==> src/rtl/c8_pkg.sv <==
// c8_pkg: shared types, codes and constants of the CHIP-8 instruction step core.
// Used by c8_ctrl, c8_dpath and chip8_cpu_step; depends on nothing.
package c8_pkg;

	localparam int MEM_DEPTH = 4096;
	localparam int MA_W      = 12;
	localparam int SCREEN_W  = 64;
	localparam int SCREEN_H  = 32;
	localparam int FONT_LEN  = 80;

	localparam logic [11:0] PC_RESET   = 12'd512;
	localparam logic [7:0]  TICK_RESET = 8'd8;

	localparam logic [1:0] RS_OK      = 2'd0;
	localparam logic [1:0] RS_NOPROG  = 2'd1;
	localparam logic [1:0] RS_BADOP   = 2'd2;
	localparam logic [1:0] RS_WAITKEY = 2'd3;

	localparam logic CFG_TICK  = 1'b0;
	localparam logic CFG_START = 1'b1;

	localparam logic [15:0] OP_CLS = 16'h00E0;
	localparam logic [15:0] OP_RET = 16'h00EE;
	localparam logic [7:0]  FN_SKP  = 8'h9E;
	localparam logic [7:0]  FN_SKNP = 8'hA1;
	localparam logic [7:0]  FN_GDLY = 8'h07;
	localparam logic [7:0]  FN_KEY  = 8'h0A;
	localparam logic [7:0]  FN_SDLY = 8'h15;
	localparam logic [7:0]  FN_SSND = 8'h18;
	localparam logic [7:0]  FN_ADDI = 8'h1E;
	localparam logic [7:0]  FN_FONT = 8'h29;
	localparam logic [7:0]  FN_BCD  = 8'h33;
	localparam logic [7:0]  FN_STR  = 8'h55;
	localparam logic [7:0]  FN_LDR  = 8'h65;

	localparam logic [7:0] FONT [FONT_LEN] = '{
		8'hF0,8'h90,8'h90,8'h90,8'hF0, 8'h20,8'h60,8'h20,8'h20,8'h70,
		8'hF0,8'h10,8'hF0,8'h80,8'hF0, 8'hF0,8'h10,8'hF0,8'h10,8'hF0,
		8'h90,8'h90,8'hF0,8'h10,8'h10, 8'hF0,8'h80,8'hF0,8'h10,8'hF0,
		8'hF0,8'h80,8'hF0,8'h90,8'hF0, 8'hF0,8'h10,8'h20,8'h40,8'h40,
		8'hF0,8'h90,8'hF0,8'h90,8'hF0, 8'hF0,8'h90,8'hF0,8'h10,8'hF0,
		8'hF0,8'h90,8'hF0,8'h90,8'h90, 8'hE0,8'h90,8'hE0,8'h90,8'hE0,
		8'hF0,8'h80,8'h80,8'h80,8'hF0, 8'hE0,8'h90,8'h90,8'h90,8'hE0,
		8'hF0,8'h80,8'hF0,8'h80,8'hF0, 8'hF0,8'h80,8'hF0,8'h80,8'h80
	};

	typedef enum logic [1:0] {
		REQ_WR   = 2'd0,
		REQ_EXEC = 2'd1,
		REQ_ROW  = 2'd2,
		REQ_MEM  = 2'd3
	} req_t;

	typedef enum logic [2:0] {
		OC_BASIC,
		OC_FLAG,
		OC_DRAW,
		OC_BCD,
		OC_STORE,
		OC_LOAD
	} opclass_t;

	typedef enum logic [4:0] {
		ST_CLEAR,
		ST_IDLE,
		ST_DISP,
		ST_MRD,
		ST_F1,
		ST_F2,
		ST_VRD,
		ST_EXEC,
		ST_VF,
		ST_DRD,
		ST_DWR,
		ST_BCD,
		ST_STRD,
		ST_STWR,
		ST_LDRD,
		ST_LDWR,
		ST_FIN
	} state_t;

	typedef struct packed {
		logic take;
		logic clr_step;
		logic mem_wr_req;
		logic mem_rd_req;
		logic rd_mem_cap;
		logic row_cap;
		logic noprog;
		logic fetch_hi;
		logic fetch_lo;
		logic op_cap;
		logic vrd;
		logic exec;
		logic vf_wr;
		logic draw_rd;
		logic draw_wr;
		logic bcd_wr;
		logic st_rd;
		logic st_wr;
		logic ld_rd;
		logic ld_wr;
		logic fin;
	} cmd_t;

	typedef struct packed {
		logic     clr_done;
		logic     loaded;
		req_t     req;
		opclass_t opclass;
		logic     draw_empty;
		logic     loop_last;
	} stat_t;

endpackage

==> src/rtl/c8_ctrl.sv <==
// c8_ctrl: sequencer of the CHIP-8 step core; issues datapath commands per state.
// Depends on c8_pkg.
module c8_ctrl import c8_pkg::*; (
	input  logic  clk,
	input  logic  arst_n,
	input  logic  in_valid,
	output logic  in_stall,
	output logic  out_valid,
	input  logic  out_stall,
	input  stat_t stat,
	output cmd_t  cmd
);

	state_t state_q, state_d;
	logic   out_valid_q;
	logic   fin_ok;

	assign fin_ok    = !out_valid_q || !out_stall;
	assign in_stall  = (state_q != ST_IDLE);
	assign out_valid = out_valid_q;

	always_ff @(posedge clk or negedge arst_n) begin
		if (!arst_n) begin
			state_q     <= ST_CLEAR;
			out_valid_q <= 1'b0;
		end else begin
			state_q <= state_d;
			if (cmd.fin)
				out_valid_q <= 1'b1;
			else if (!out_stall)
				out_valid_q <= 1'b0;
		end
	end

	always_comb begin
		state_d = state_q;
		unique case (state_q)
			ST_CLEAR: if (stat.clr_done) state_d = ST_IDLE;
			ST_IDLE:  if (in_valid) state_d = ST_DISP;
			ST_DISP: begin
				unique case (stat.req)
					REQ_WR, REQ_ROW: state_d = ST_FIN;
					REQ_MEM:         state_d = ST_MRD;
					REQ_EXEC:        state_d = stat.loaded ? ST_F1 : ST_FIN;
				endcase
			end
			ST_MRD: state_d = ST_FIN;
			ST_F1:  state_d = ST_F2;
			ST_F2:  state_d = ST_VRD;
			ST_VRD: state_d = ST_EXEC;
			ST_EXEC: begin
				unique case (stat.opclass)
					OC_BASIC: state_d = ST_FIN;
					OC_FLAG:  state_d = ST_VF;
					OC_DRAW:  state_d = stat.draw_empty ? ST_VF : ST_DRD;
					OC_BCD:   state_d = ST_BCD;
					OC_STORE: state_d = ST_STRD;
					OC_LOAD:  state_d = ST_LDRD;
					default:  state_d = ST_FIN;
				endcase
			end
			ST_VF:   state_d = ST_FIN;
			ST_DRD:  state_d = ST_DWR;
			ST_DWR:  state_d = stat.loop_last ? ST_VF : ST_DRD;
			ST_BCD:  if (stat.loop_last) state_d = ST_FIN;
			ST_STRD: state_d = ST_STWR;
			ST_STWR: state_d = stat.loop_last ? ST_FIN : ST_STRD;
			ST_LDRD: state_d = ST_LDWR;
			ST_LDWR: state_d = stat.loop_last ? ST_FIN : ST_LDRD;
			ST_FIN:  if (fin_ok) state_d = ST_IDLE;
			default: state_d = ST_IDLE;
		endcase
	end

	always_comb begin
		cmd = '0;
		unique case (state_q)
			ST_CLEAR: cmd.clr_step = 1'b1;
			ST_IDLE:  cmd.take = in_valid;
			ST_DISP: begin
				unique case (stat.req)
					REQ_WR:   cmd.mem_wr_req = 1'b1;
					REQ_ROW:  cmd.row_cap = 1'b1;
					REQ_MEM:  cmd.mem_rd_req = 1'b1;
					REQ_EXEC: begin
						cmd.fetch_hi = stat.loaded;
						cmd.noprog   = !stat.loaded;
					end
				endcase
			end
			ST_MRD:  cmd.rd_mem_cap = 1'b1;
			ST_F1:   cmd.fetch_lo = 1'b1;
			ST_F2:   cmd.op_cap = 1'b1;
			ST_VRD:  cmd.vrd = 1'b1;
			ST_EXEC: cmd.exec = 1'b1;
			ST_VF:   cmd.vf_wr = 1'b1;
			ST_DRD:  cmd.draw_rd = 1'b1;
			ST_DWR:  cmd.draw_wr = 1'b1;
			ST_BCD:  cmd.bcd_wr = 1'b1;
			ST_STRD: cmd.st_rd = 1'b1;
			ST_STWR: cmd.st_wr = 1'b1;
			ST_LDRD: cmd.ld_rd = 1'b1;
			ST_LDWR: cmd.ld_wr = 1'b1;
			ST_FIN:  cmd.fin = fin_ok;
			default: cmd = '0;
		endcase
	end

endmodule

==> config.mk <==
export PLATFORM = sky130hd
export DESIGN_NAME = c8_ctrl
export DESIGN_NICKNAME = d
export VERILOG_FILES = /design/src/rtl/c8_pkg.sv /design/src/rtl/c8_ctrl.sv
export SDC_FILE = /design/constraint.sdc
export NUM_CORES = 1
export LEC_CHECK = 0
export BUFFER_PORTS_ARGS = -buffer_cell sky130_fd_sc_hd__clkbuf_2
export CORE_ASPECT_RATIO = 0.8
export CORE_MARGIN = 10
export CORE_UTILIZATION = 40
export DETAILED_ROUTE_END_ITERATION = 16
export PLACE_DENSITY = 0.75
export SYNTH_ARGS = -nofsm -noshare
export SYNTH_HDL_FRONTEND = slang
export SYNTH_SLANG_ARGS = --single-unit
==> constraint.sdc <==
create_clock -name clk -period 1.4 [get_ports clk]
set_input_delay 0.07 -clock clk [delete_from_list [all_inputs] [get_ports clk]]
set_output_delay 0.07 -clock clk [all_outputs]
set_load 0.02 [all_outputs]
[Word-level counts from Yosys, hierarchy flattened]
Cells that the tools add are included.
Word-level totals
  register bits after elaboration: 6
  input port bits: 13
  output and inout bits: 23
  logic and storage cells: 77
Operators by class
  equal/unequal tests: 30
  multiplexer cells: 36
  reduce and logical (&&, ||, !) cells: 9
Operator list (number)
  $pmux 5 s16: 1
  $eq 5x4->1 const B: 8
  $mux 5: 7
  $pmux 5 s5: 1
  $mux 1: 23
  $eq 5x3->1 const B: 4
  $pmux 5 s3: 1
  $eq 5x2->1 const B: 2
  $ne 2x2->1 const B: 4
  $eq 3x2->1 const B: 2
  $eq 3x3->1 const B: 2
  $eq 5x1->1 const B: 1
  $eq 5x5->1 const B: 1
  $logic_not 5->1: 1
  $ne 5x1->1 const B: 1
  $eq 2x2->1 const B: 2
  $mux 2: 2
  $reduce_and 4->1: 1
  $reduce_or 2->1: 2
  $eq 3x1->1 const B: 1
  $logic_not 1->1: 3
  $mux 3: 1
  $eq 2x1->1 const B: 1
  $logic_not 2->1: 1
  other kinds (2): 2

[Depth between registers and ports, before layout]
Gate-level depths: netlist (run 1).
  word-level depth: 4
  mapped depth: 6
  mapped depth without buffers: 6

[Worst setup path after synthesis (run 1)]
No wires, ideal clock.
  kind: register -> output
  start point: reg state_q[2]
  end point: out cmd[16] (netlist bit)
  arrival time: 1391 ps
  required time: 1330 ps
  slack: -61 ps
  cell stages (with the launch flop): 4
  buffers on the path: 2
  path through: dfrtp_1 -> buf_4 -> buf_2 -> nor4_1
RTL lines
  start, declared: line c8_ctrl.sv:14  | state_t state_q, state_d;
  start signal, assigned: line c8_ctrl.sv:27  | state_q <= state_d;
  end, declared: line c8_ctrl.sv:11  | output cmd_t cmd

==> results.yml, run 1 <==
worst_setup_path:
  critical_path_arrival_ns: 1.72
  required_ns: 1.33
  crit_buf_inv: 3
  critical_path_class: "register to output pin"
  slowest_delay_ns: 0.41
  reg2reg_slack_ns: -0.28
  worstSetupEndpointType: "output pin"
  worstSetupStartpointType: "register"
  cp_max_fo: 8
  crit_slowest_cell: "dfrtp_1"
  path_delay_family: "buffers and inverters"
  path_cells: "buf_6 -> nor2_4 -> nand3_2 -> buf_4 -> nor3_1 -> buf_4"
  crit_top_cell: "buf_4"
logic_synthesis:
  ys.warnings.count: 0
  synth_area_leaders: "dfrtp_1, nor2_1, nor3_1"
  ys_seq_area_frac: 0.2154
  ys_seq_elements: 6
  synth_top_area_cell: "dfrtp_1"
  synthCells: 97
  syn-num-nets: 111
  synth.top_cell.area_share: 0.2154
  synthesis.area_um2: 696.9
  syn_area_per_cell_um2: 7.185
  synth_cell_types: 40
sta:
  layout_min_cycle_time_ns: 1.791
  hold_viol_final: 0
  worst_slew_pin_slew_ns: 0.4392
  drv_slew: 0
  rsz0062_at_grt: "true"
  finalCritPeriodShare: 1.280
  fin_ws_ns: -0.3915
  setup_viol: 27
  finalClockSkew_ns: 0.006044
  fmax_ghz: 0.5582
  maxSlewHeadroom: 0.7047
route:
  ant_nets: 0
  routed_via_density: 6.777
  first_pass_iters: 6
  routed_wirelength_um: 5182
  routedWlPerCell_um: 26.85
  drc: 0
  num_vias: 1308
  drt_iter0_markers: 159
final_layout:
  n_fill_cell: 29
  diodes: 0
  fin_cells: 193
  design_area_um2: 1600
  area_growth_pct: 129.6
  mostFrequentLayoutCells: "buf_4, buf_6, clkbuf_2, nor2_4, nor2_1"
  seqCellArea_um2: 155.1
  layout-drive-gt1-share: 0.7310
  layout_commonest_cell: "buf_4"
  post-route-util: 0.9741
  multi_input_area_um2: 699.4
  layout.nets: 187
die:
  rows: 13
  dieArea_um2: 3822
  start_util: 0.4242
  ios: 36
  fp.dieW_um: 66.67
  die_h_um: 57.34
  coreArea_um2: 1643
place:
  portBuffers: 35
  dpl_worst_slack_ns: -0.08367
  dp_cells: 174
  dpl-instance-area_um2: 1056
  globalplace.congestion: 0.9536
  dp_hpwl_um: 2242
clocking:
  cts_made_buffers: 3
  clock-sinks: 6
  path_clk_slew_ns: 0.06
  clock_latency_ns: 0.25
  h-tree-depth: 1
  cts_buffer_depth: 2
  clockRootBuffer: "clkbuf_4"
  cts_tree: "yes"
global_route:
  grt_pass1_vias: 1113
  grt_util_all_layers: 0.1750
  grt_max_degree: 11
  antenna_found_initial: 0
  overflow: 0
  grt_pass1_wl_um: 5354
flow_run:
  drv_cap: 0
power_and_ir_drop:
  combPwrFrac: 0.806
  netSwitchingPower_mw: 1.615
  power_mw: 3.049
  clkPwrFrac: 0.058
  sw_frac_of_total: 0.5298
  max-vdd-ir-drop_mv: 1.705
  p_leak_nw: 0.7277
  p_per_area_nw_per_um2: 1905
  internal_power_mw: 1.434
  sequentialPowerShare: 0.136
status:
  status: "complete, but fails checks"
  violations: "setup timing"
min_path:
  hold_class: "input port to async pin"
-- kinds of logic (layout without fill, tap and decap cells) --
group / after synthesis / in the layout / share of synthesized area
compound gates: 20 / 20 / 0.1939
buf+inv: 12 / 86 / 0.09694
flops: 6 / 6 / 0.2154
simple gates: 57 / 57 / 0.4632
fa+ha+maj: 1 / 1 / 0.01795
xor+xnor: 1 / 1 / 0.01257
-- power groups by stage --
stage          Combinational (mW)  Clock, mW  Sequential [mW]
5_1_grt                      2.53      0.185            0.417
6_report                     2.46      0.176            0.414
2_1_floorplan               0.874          0            0.309
3_5_place_dp                 1.35          0            0.376
3_3_place_gp                 1.32          0            0.365
4_1_cts                      1.74      0.163            0.388
-- final cells by class --
| type | count | area share |
|---|---|---|
| multi-input cells | 79 | 0.4371 |
| well taps | 22 | 0.01720 |
| flip-flops and latches | 6 | 0.09695 |
| inverters | 6 | 0.01407 |
| clock buffers | 3 | 0.01407 |
| repair buffers | 77 | 0.4206 |
-- per-layer routing --
metal | global-route usage | routed length (um) | vias up
met5 | 0 | 0 | -
met4 | 0.07463 | 549 | 0
met3 | 0.04678 | 803 | 64
met2 | 0.2973 | 2217 | 166
met1 | 0.1989 | 1612 | 578
li1 | - | - | 500
-- metrics by stage --
step	hold slack (ns)	TNS, ns
CTS	0.1251	-1.610
global placement	-0.09844	-0.08193
finish	0.2009	-4.857
floorplan	-0.2256	0
global route	0.1936	-5.508
detailed placement	-0.09633	-0.1899
-- synthesized netlist by cell type --
library cell	instances
inv_2	1
and2b_1	1
a31oi_1	3
buf_4	1
nor3b_1	2
a31o_1	1
nand3_1	4
xor2_1	1
o21ai_1	1
nand2_1	10
o2bb2ai_1	1
nand4b_1	1
o21ai_0	3
nor3_4	1
and3_1	2
nor4_1	1
nor4_2	1
inv_1	5
nor3_1	8
a21oi_1	4
o32a_1	1
a221o_1	1
or2b_1	1
buf_6	2
o41ai_1	1
nand2_2	1
nand2b_2	1
ha_1	1
nor3_2	3
or4_1	1
or3_1	1
nor2_1	16
nand2b_4	1
o22ai_1	1
nor2_2	1
o31ai_1	1
o21a_1	1
buf_2	3
dfrtp_1	6
a211o_1	1
-- path summary, 6_finish.rpt --
check	depth (start not counted)	start	end
setup reg to reg	7	state_q[3]$_DFFE_PN0P_	state_q[1]$_DFFE_PN0P_
max in group asynchronous	2	arst_n	state_q[0]$_DFFE_PN0P_
setup / recovery	6	state_q[3]$_DFFE_PN0P_	cmd[18]
min in group clk	3	out_stall	out_valid$_DFFE_PN0P_
hold / removal	2	arst_n	out_valid$_DFFE_PN0P_
hold reg to reg	2	out_valid$_DFFE_PN0P_	out_valid$_DFFE_PN0P_
-- sequential cells by signal, indices dropped and copies added, names as in the netlist --
register   flops
state_q        5
out_valid      1
-- what timing repair did --
item / 4_1_cts / 5_1_grt
resized for setup: 62 / 61
pin swaps: 7 / 13
endpoints found under the setup margin: 25 / 26
hold buffers: 1 / 0
hold endpoints to repair: 6 / 0
cloned: 0 / 0
setup buffers: 6 / 10
No activity file was read; power rests on OpenSTA's default activity.
==> run 2, diff against run 1 <==
--- a/config.mk
+++ b/config.mk
@@ -11,6 +11,7 @@
 export CORE_UTILIZATION = 40
 export DETAILED_ROUTE_END_ITERATION = 16
 export PLACE_DENSITY = 0.75
+export REMOVE_ABC_BUFFERS = 1
 export SYNTH_ARGS = -nofsm -noshare
 export SYNTH_HDL_FRONTEND = slang
 export SYNTH_SLANG_ARGS = --single-unit
==> run 2 against run 1 <==
Effect of this change: sequential share of layout area increased by 0.97 points; power shrank 8.3%; critical path depth unchanged; combinational power shrank 8.9%; clock power is 2% lower; global-route usage decreased by 0.56 points; the flow still finishes with violations (setup timing); routed wire length down 28%; final cell count is 3.6% lower; highest routed layer unchanged; count of clock-buffer cells in the layout unchanged; critical path type is now register to register.
==> results.yml, run 2 (same netlist as run 1, synthesis figures left out) <==
status:
  status: "complete, but fails checks"
  violations: "setup timing"
sta:
  finalCritPeriodShare: 1.194
  holdWs_ns: 0.1222
  rsz0062_at_grt: "true"
  fin_ws_ns: -0.2717
  worst_slew_pin_slew_ns: 0.3610
  fmax_ghz: 0.5982
  maxSlewHeadroom: 0.7573
  hold_viol_final: 0
  setup_tns_ns: -2.901
  drv_slew: 0
  finalClockSkew_ns: 0.0005905
  setup_viol: 22
  layout_min_cycle_time_ns: 1.672
global_route:
  antenna_found_initial: 0
  grt_pass1_vias: 1059
  grt_util_all_layers: 0.1695
  grt_max_degree: 9
  overflow: 0
  grt_pass1_wl_um: 5016
final_layout:
  layout_commonest_cell: "buf_4"
  layout-drive-gt1-share: 0.6829
  area_growth_pct: 110.4
  largest_reg_flops: 5
  post-route-util: 0.8926
  diodes: 0
  fin_cells: 186
  largest_register: "state_q"
  layout.nets: 180
  mostFrequentLayoutCells: "buf_4, buf_6, clkbuf_2, nor2_1, clkbuf_4"
route:
  wl_met1_um: 1305
  first_pass_iters: 4
  routed_via_density: 5.876
  routedWlPerCell_um: 20.10
  routed_wirelength_um: 3738
  wl_met2_um: 1872
  drc: 0
  ant_nets: 0
  top_layer_used: "met4"
  drt_iter0_markers: 63
  wl_met3_um: 350
  num_vias: 1093
die:
  die_h_um: 57.34
  coreArea_um2: 1643
  fp.dieW_um: 66.67
  rows: 13
  ios: 36
  dieArea_um2: 3822
  start_util: 0.4242
worst_setup_path:
  critical_path_class: "register to register"
  crit_slowest_cell: "dfrtp_2"
  required_ns: 1.58
  path_cells: "buf_6 -> and2b_1 -> a31oi_1 -> nor2_1 -> nor3_2 -> a221o_1"
  crit_buf_inv: 1
  critical_path_arrival_ns: 1.86
  worstSetupEndpointType: "register"
  path_delay_family: "simple AND/OR/NAND/NOR gates"
  slowest_delay_ns: 0.47
  worstSetupStartpointType: "register"
  cp_max_fo: 8
power_and_ir_drop:
  p_leak_nw: 0.6591
  max-vdd-ir-drop_mv: 1.266
  p_per_area_nw_per_um2: 1906
place:
  dp_hpwl_um: 2006
  portBuffers: 35
  dp_cells: 168
  globalplace.congestion: 0.9366
clocking:
  h-tree-depth: 1
  cts_buffer_depth: 2
  path_clk_slew_ns: 0.05
  clock-sinks: 6
  clock_latency_ns: 0.25
  cts_made_buffers: 3
  clockRootBuffer: "clkbuf_4"
  cts_tree: "yes"
flow_run:
  drv_cap: 0
min_path:
  hold_class: "input port to register"
==> run 2: per-layer routing <==
| metal | vias to the layer above | GRT usage |
|---|---|---|
| met5 | - | 0 |
| met4 | 0 | 0.1134 |
| met3 | 24 | 0.06823 |
| met2 | 81 | 0.2689 |
| met1 | 505 | 0.1797 |
| li1 | 483 | - |
==> run 2: final cells by class <==
type                    count  area [um^2]
inverters                   6        22.52
well taps                  22        27.53
repair buffers             70        580.6
flip-flops and latches      6        156.4
fillers                    78        176.4
clock buffers               3        22.52
multi-input cells          79        656.9
==> run 2: worst paths after layout <==
| kind | start | slack (ns) | depth (start not counted) | end |
|---|---|---|---|---|
| max in group asynchronous | arst_n | 1.05 | 2 | state_q[4]$_DFFE_PN0P_ |
| min in group asynchronous | arst_n | 0.18 | 2 | state_q[0]$_DFFE_PN0P_ |
| setup / recovery | state_q[3]$_DFFE_PN0P_ | -0.27 | 6 | state_q[1]$_DFFE_PN0P_ |
| hold reg to reg | out_valid$_DFFE_PN0P_ | 0.59 | 2 | out_valid$_DFFE_PN0P_ |
| setup reg to reg | state_q[3]$_DFFE_PN0P_ | -0.27 | 6 | state_q[1]$_DFFE_PN0P_ |
| hold / removal | out_stall | 0.12 | 3 | out_valid$_DFFE_PN0P_ |
==> run 2: worst register-to-register path, delay by kind of cell (launching register included) <==
kind	cells	cell delay (ns)
DFF	1	0.47
buffers and inverters	1	0.17
and+or+nand+nor	3	0.57
AOI/OAI and AO/OA	2	0.39
==> run 2: power by group <==
| part | internal (mW) | leakage [nW] | switching (mW) |
|---|---|---|---|
| sequential | 0.249 | 0.0728 | 0.137 |
| clock | 0.0978 | 0.0138 | 0.0742 |
| combinational | 1.05 | 0.573 | 1.19 |
| total | 1.40 | 0.659 | 1.40 |
==> run 2: timing repair <==
action	in CTS	in global routing
gates resized for setup	42	58
setup buffers	8	7
setup endpoints to repair	25	27
pin swaps	8	11
hold buffers	1	0
hold endpoints to repair	6	0
==> run 2: metrics by stage <==
stage,total power [mW],setup slack [ns],area (um^2)
finish,2.795,-0.2717,1466
global route,2.938,-0.3824,1466
CTS,2.103,-0.1270,1221
detailed placement,1.650,-0.09166,1005
global placement,1.623,-0.08665,1005
floorplan,1.086,-0.1228,651.9
==> run 3, diff against run 2 <==
--- a/config.mk
+++ b/config.mk
@@ -7,7 +7,6 @@
 export LEC_CHECK = 0
 export BUFFER_PORTS_ARGS = -buffer_cell sky130_fd_sc_hd__clkbuf_2
 export CORE_ASPECT_RATIO = 0.8
-export CORE_MARGIN = 10
 export CORE_UTILIZATION = 40
 export DETAILED_ROUTE_END_ITERATION = 16
 export PLACE_DENSITY = 0.75
==> run 3 against run 2 <==
Effect of this change: the run now fails in global routing (5_1_grt); area after synthesis did not move; synthesized cell count did not move.
==> results.yml, run 3 <==
place:
  dp_hpwl_um: 1701
  globalplace.congestion: 0.9026
  portBuffers: 35
clocking:
  cts_buffer_depth: 2
  clockRootBuffer: "clkbuf_4"
  cts_made_buffers: 3
  clock-sinks: 6
  h-tree-depth: 1
logic_synthesis:
  ys_async_sr_fraction: 1.000
  synth_area_leaders: "dfrtp_1, nor2_1, nor3_1"
  synth_cell_types: 40
  synth_top_area_cell: "dfrtp_1"
  synth-main-ff-cell: "dfrtp_1"
  ys_seq_elements: 6
  synthCells: 97
  ys_seq_area_frac: 0.2154
  synth.top_cell.area_share: 0.2154
  synth_common_cells: "nor2_1, nand2_1, nor3_1"
  ys.warnings.count: 0
  synth_edf_count: 0
  syn_area_per_cell_um2: 7.185
  synthesis.area_um2: 696.9
  yosysMostFrequentCell: "nor2_1"
status:
  firstError: "[ERROR DPL-0038] Utilization greater than 100%, impossible to legalize"
  status: "did not finish"
  lastStage: "global routing (5_1_grt)"
die:
  ios: 36
  fp.dieW_um: 48.67
  rows: 13
  start_util: 0.4285
  die_h_um: 39.34
global_route:
  grt_max_degree: 9
sta:
  worst_endpoint: "cmd[5]"
  worst_endpoint_kind: "primary output"
-- run 3: stage by stage --
stage / setup slack, ns / util / setup TNS [ns] / cell area [um^2] / instances
after CTS: -0.1211 / 0.8808 / -1.407 / 1433 / 189
after detailed placement: -0.1097 / 0.6223 / -0.3733 / 1012 / 169
after floorplan: -0.1228 / - / -0.4203 / 651.9 / 91
after global placement: -0.08198 / 0.6223 / -0.1885 / 1012 / 169
-- run 3: timing repair --
action | in CTS
endpoints found under the hold margin | 6
pin swaps | 22
hold buffers | 1
setup buffers | 16
endpoints found under the setup margin | 26
resized for setup | 67
-- run 3: cell families after synthesis --
kind of cell	count (synthesis)	synth area share
AO/OA/AOI/OAI	20	0.1939
XOR/XNOR	1	0.01257
adder cells (fa/ha/maj)	1	0.01795
buffers and inverters	12	0.09694
flip-flops	6	0.2154
AND/OR/NAND/NOR	57	0.4632
==> run 4, diff against run 3 <==
--- a/config.mk
+++ b/config.mk
@@ -6,10 +6,10 @@
 export NUM_CORES = 1
 export LEC_CHECK = 0
 export BUFFER_PORTS_ARGS = -buffer_cell sky130_fd_sc_hd__clkbuf_2
-export CORE_ASPECT_RATIO = 0.8
-export CORE_UTILIZATION = 40
+export CORE_AREA = 2 2 63 65
 export DETAILED_ROUTE_END_ITERATION = 16
-export PLACE_DENSITY = 0.75
+export DIE_AREA = 0 0 65 67
+export PLACE_DENSITY_LB_ADDON = 0.15
 export REMOVE_ABC_BUFFERS = 1
 export SYNTH_ARGS = -nofsm -noshare
 export SYNTH_HDL_FRONTEND = slang
==> constraint.sdc (replaced) <==
create_clock -name clk -period 1.8 [get_ports clk]
set_input_delay 0.09 -clock clk [delete_from_list [all_inputs] [get_ports clk]]
set_output_delay 0.09 -clock clk [all_outputs]
set_load 0.02 [all_outputs]
==> run 4 against run 3 <==
Effect of this change: the run now ends clean.
==> results.yml, run 4 (same netlist as run 1, synthesis figures left out) <==
route:
  drc: 0
  routed_via_density: 4.636
  routed_wirelength_um: 2303
  num_vias: 853
  first_pass_iters: 4
  ant_nets: 0
  routedWlPerCell_um: 12.52
  drt_iter0_markers: 41
worst_setup_path:
  crit_slowest_cell: "dfrtp_2"
  critical_path_class: "register to output pin"
  rr_endpoint: "state_q[1]$_DFFE_PN0P_"
  path_cells: "nor2_4 -> nand3_1 -> nor2_1 -> and3_1 -> clkbuf_2"
  worstRegToRegCells: 6
  worstSetupEndpointType: "output pin"
  critPathLaunch: "state_q[2]$_DFFE_PN0P_"
  regToRegStartpoint: "state_q[1]$_DFFE_PN0P_"
  worstSetupStartpointType: "register"
  slowest_delay_ns: 0.50
  crit_path_end: "cmd[13]"
  cp_max_fo: 13
  required_ns: 1.71
  critical_path_arrival_ns: 1.58
  reg2reg_slack_ns: 0.26
sta:
  hold_viol_final: 0
  maxSlewHeadroom: 0.7595
  worst_slew_pin_slew_ns: 0.3577
  finalCritPeriodShare: 0.9297
  fmax_ghz: 0.5975
  layout_min_cycle_time_ns: 1.674
  fin_ws_ns: 0.1265
  drv_slew: 0
  setup_tns_ns: 0
  setup_viol: 0
  finalClockSkew_ns: 0.003934
  rsz0062_at_grt: "false"
  holdWs_ns: 0.1561
power_and_ir_drop:
  p_per_area_nw_per_um2: 1404
  power_mw: 1.396
  internal_power_mw: 0.6883
  sw_frac_of_total: 0.5070
  combPwrFrac: 0.644
  sequentialPowerShare: 0.214
  max-vdd-ir-drop_mv: 0.2558
  netSwitchingPower_mw: 0.7079
  p_leak_nw: 0.4722
  clkPwrFrac: 0.142
clocking:
  cts_made_buffers: 3
  h-tree-depth: 1
  cts_buffer_depth: 2
  cts_tree: "yes"
  path_clk_slew_ns: 0.04
  clock_latency_ns: 0.22
  clockRootBuffer: "clkbuf_8"
  clock-sinks: 6
die:
  start_util: 0.1933
  die_h_um: 67
  dieArea_um2: 4355
  rows: 22
  ios: 36
  fp.dieW_um: 65
  coreArea_um2: 3606
final_layout:
  layout.nets: 152
  design_area_um2: 994.7
  largest_reg_flops: 5
  seqCellArea_um2: 153.9
  multi_input_area_um2: 486.7
  largest_register: "state_q"
  diodes: 0
  layout-drive-gt1-share: 0.4265
  area_growth_pct: 42.73
  layout_commonest_cell: "clkbuf_2"
  n_fill_cell: 398
  mostFrequentLayoutCells: "clkbuf_2, nor2_1, nand2_1, nor3_1, buf_4"
place:
  globalplace.congestion: 0.7741
  portBuffers: 35
  dpl_worst_slack_ns: 0.1926
  dpl-instance-area_um2: 917.1
  dp_hpwl_um: 1884
global_route:
  antenna_found_initial: 0
  overflow: 0
  use_met1: 0.1255
  busiest_layer: "met2"
  grt_pass1_wl_um: 3353
  gr-usage-met3: 0.01520
  grt_max_degree: 17
  use_met2: 0.1727
  grt_pass1_vias: 732
  grt_util_all_layers: 0.1027
flow_run:
  drv_cap: 0
status:
  status: "finished clean"
min_path:
  hold_class: "input port to register"
-- run 4: power by group through the flow --
stage          Clock, mW  Combinational (mW)  Sequential (mW)
3_3_place_gp           0               0.836            0.314
6_report           0.199               0.899            0.299
3_5_place_dp           0               0.827            0.313
5_1_grt            0.215               0.993            0.304
2_1_floorplan          0               0.511            0.334
4_1_cts            0.205               0.831            0.312
-- run 4: final cells by class --
cell class                      count  area share
Clock buffer                        3     0.04151
Timing Repair Buffer               42      0.2314
Multi-Input combinational cell     79      0.4893
Inverter                            6     0.02264
Tap cell                           48     0.06038
Sequential cell                     6      0.1547
-- run 4: how the worst min path moves through the flow --
stage | start | endpoint | slack (ns) | cells after the start
global route | out_stall | out_valid$_DFFE_PN0P_ | 0.17 | 3
global placement | arst_n | state_q[1]$_DFFE_PN0P_ | -0.08 | 1
finish | out_stall | out_valid$_DFFE_PN0P_ | 0.16 | 3
detailed placement | arst_n | state_q[1]$_DFFE_PN0P_ | -0.07 | 1
CTS | out_stall | out_valid$_DFFE_PN0P_ | 0.16 | 3
floorplan | arst_n | out_valid$_DFFE_PN0P_ | -0.21 | 0
-- run 4: worst max-delay path, delay by kind of cell, from the launching register on --
kind / cells / cell delay, ns
buffers and inverters: 1 / 0.18
flip-flops: 1 / 0.50
AND/OR/NAND/NOR: 4 / 0.68
-- run 4: stage by stage --
| stage | util | cells |
|---|---|---|
| finish | 0.2759 | 184 |
| global route | 0.2759 | 184 |
| CTS | 0.2689 | 182 |
| detailed placement | 0.2543 | 178 |
| global placement | 0.2543 | 178 |
| floorplan | - | 91 |
-- run 4: repair_timing --
| item | CTS | global route |
|---|---|---|
| hold endpoints to repair | 6 | 0 |
| hold buffers | 1 | 0 |
| buffers inserted | 0 | 2 |
| endpoints found under the setup margin | 1 | 4 |
| gates resized for setup | 1 | 4 |
| pin swaps | 0 | 1 |
-- run 4: per-layer routing --
layer | share of wire | up-vias
li1 | - | 429
met1 | 0.48 | 382
met2 | 0.45 | 38
met3 | 0.052 | 4
met4 | 0.016 | 0
met5 | 0 | -
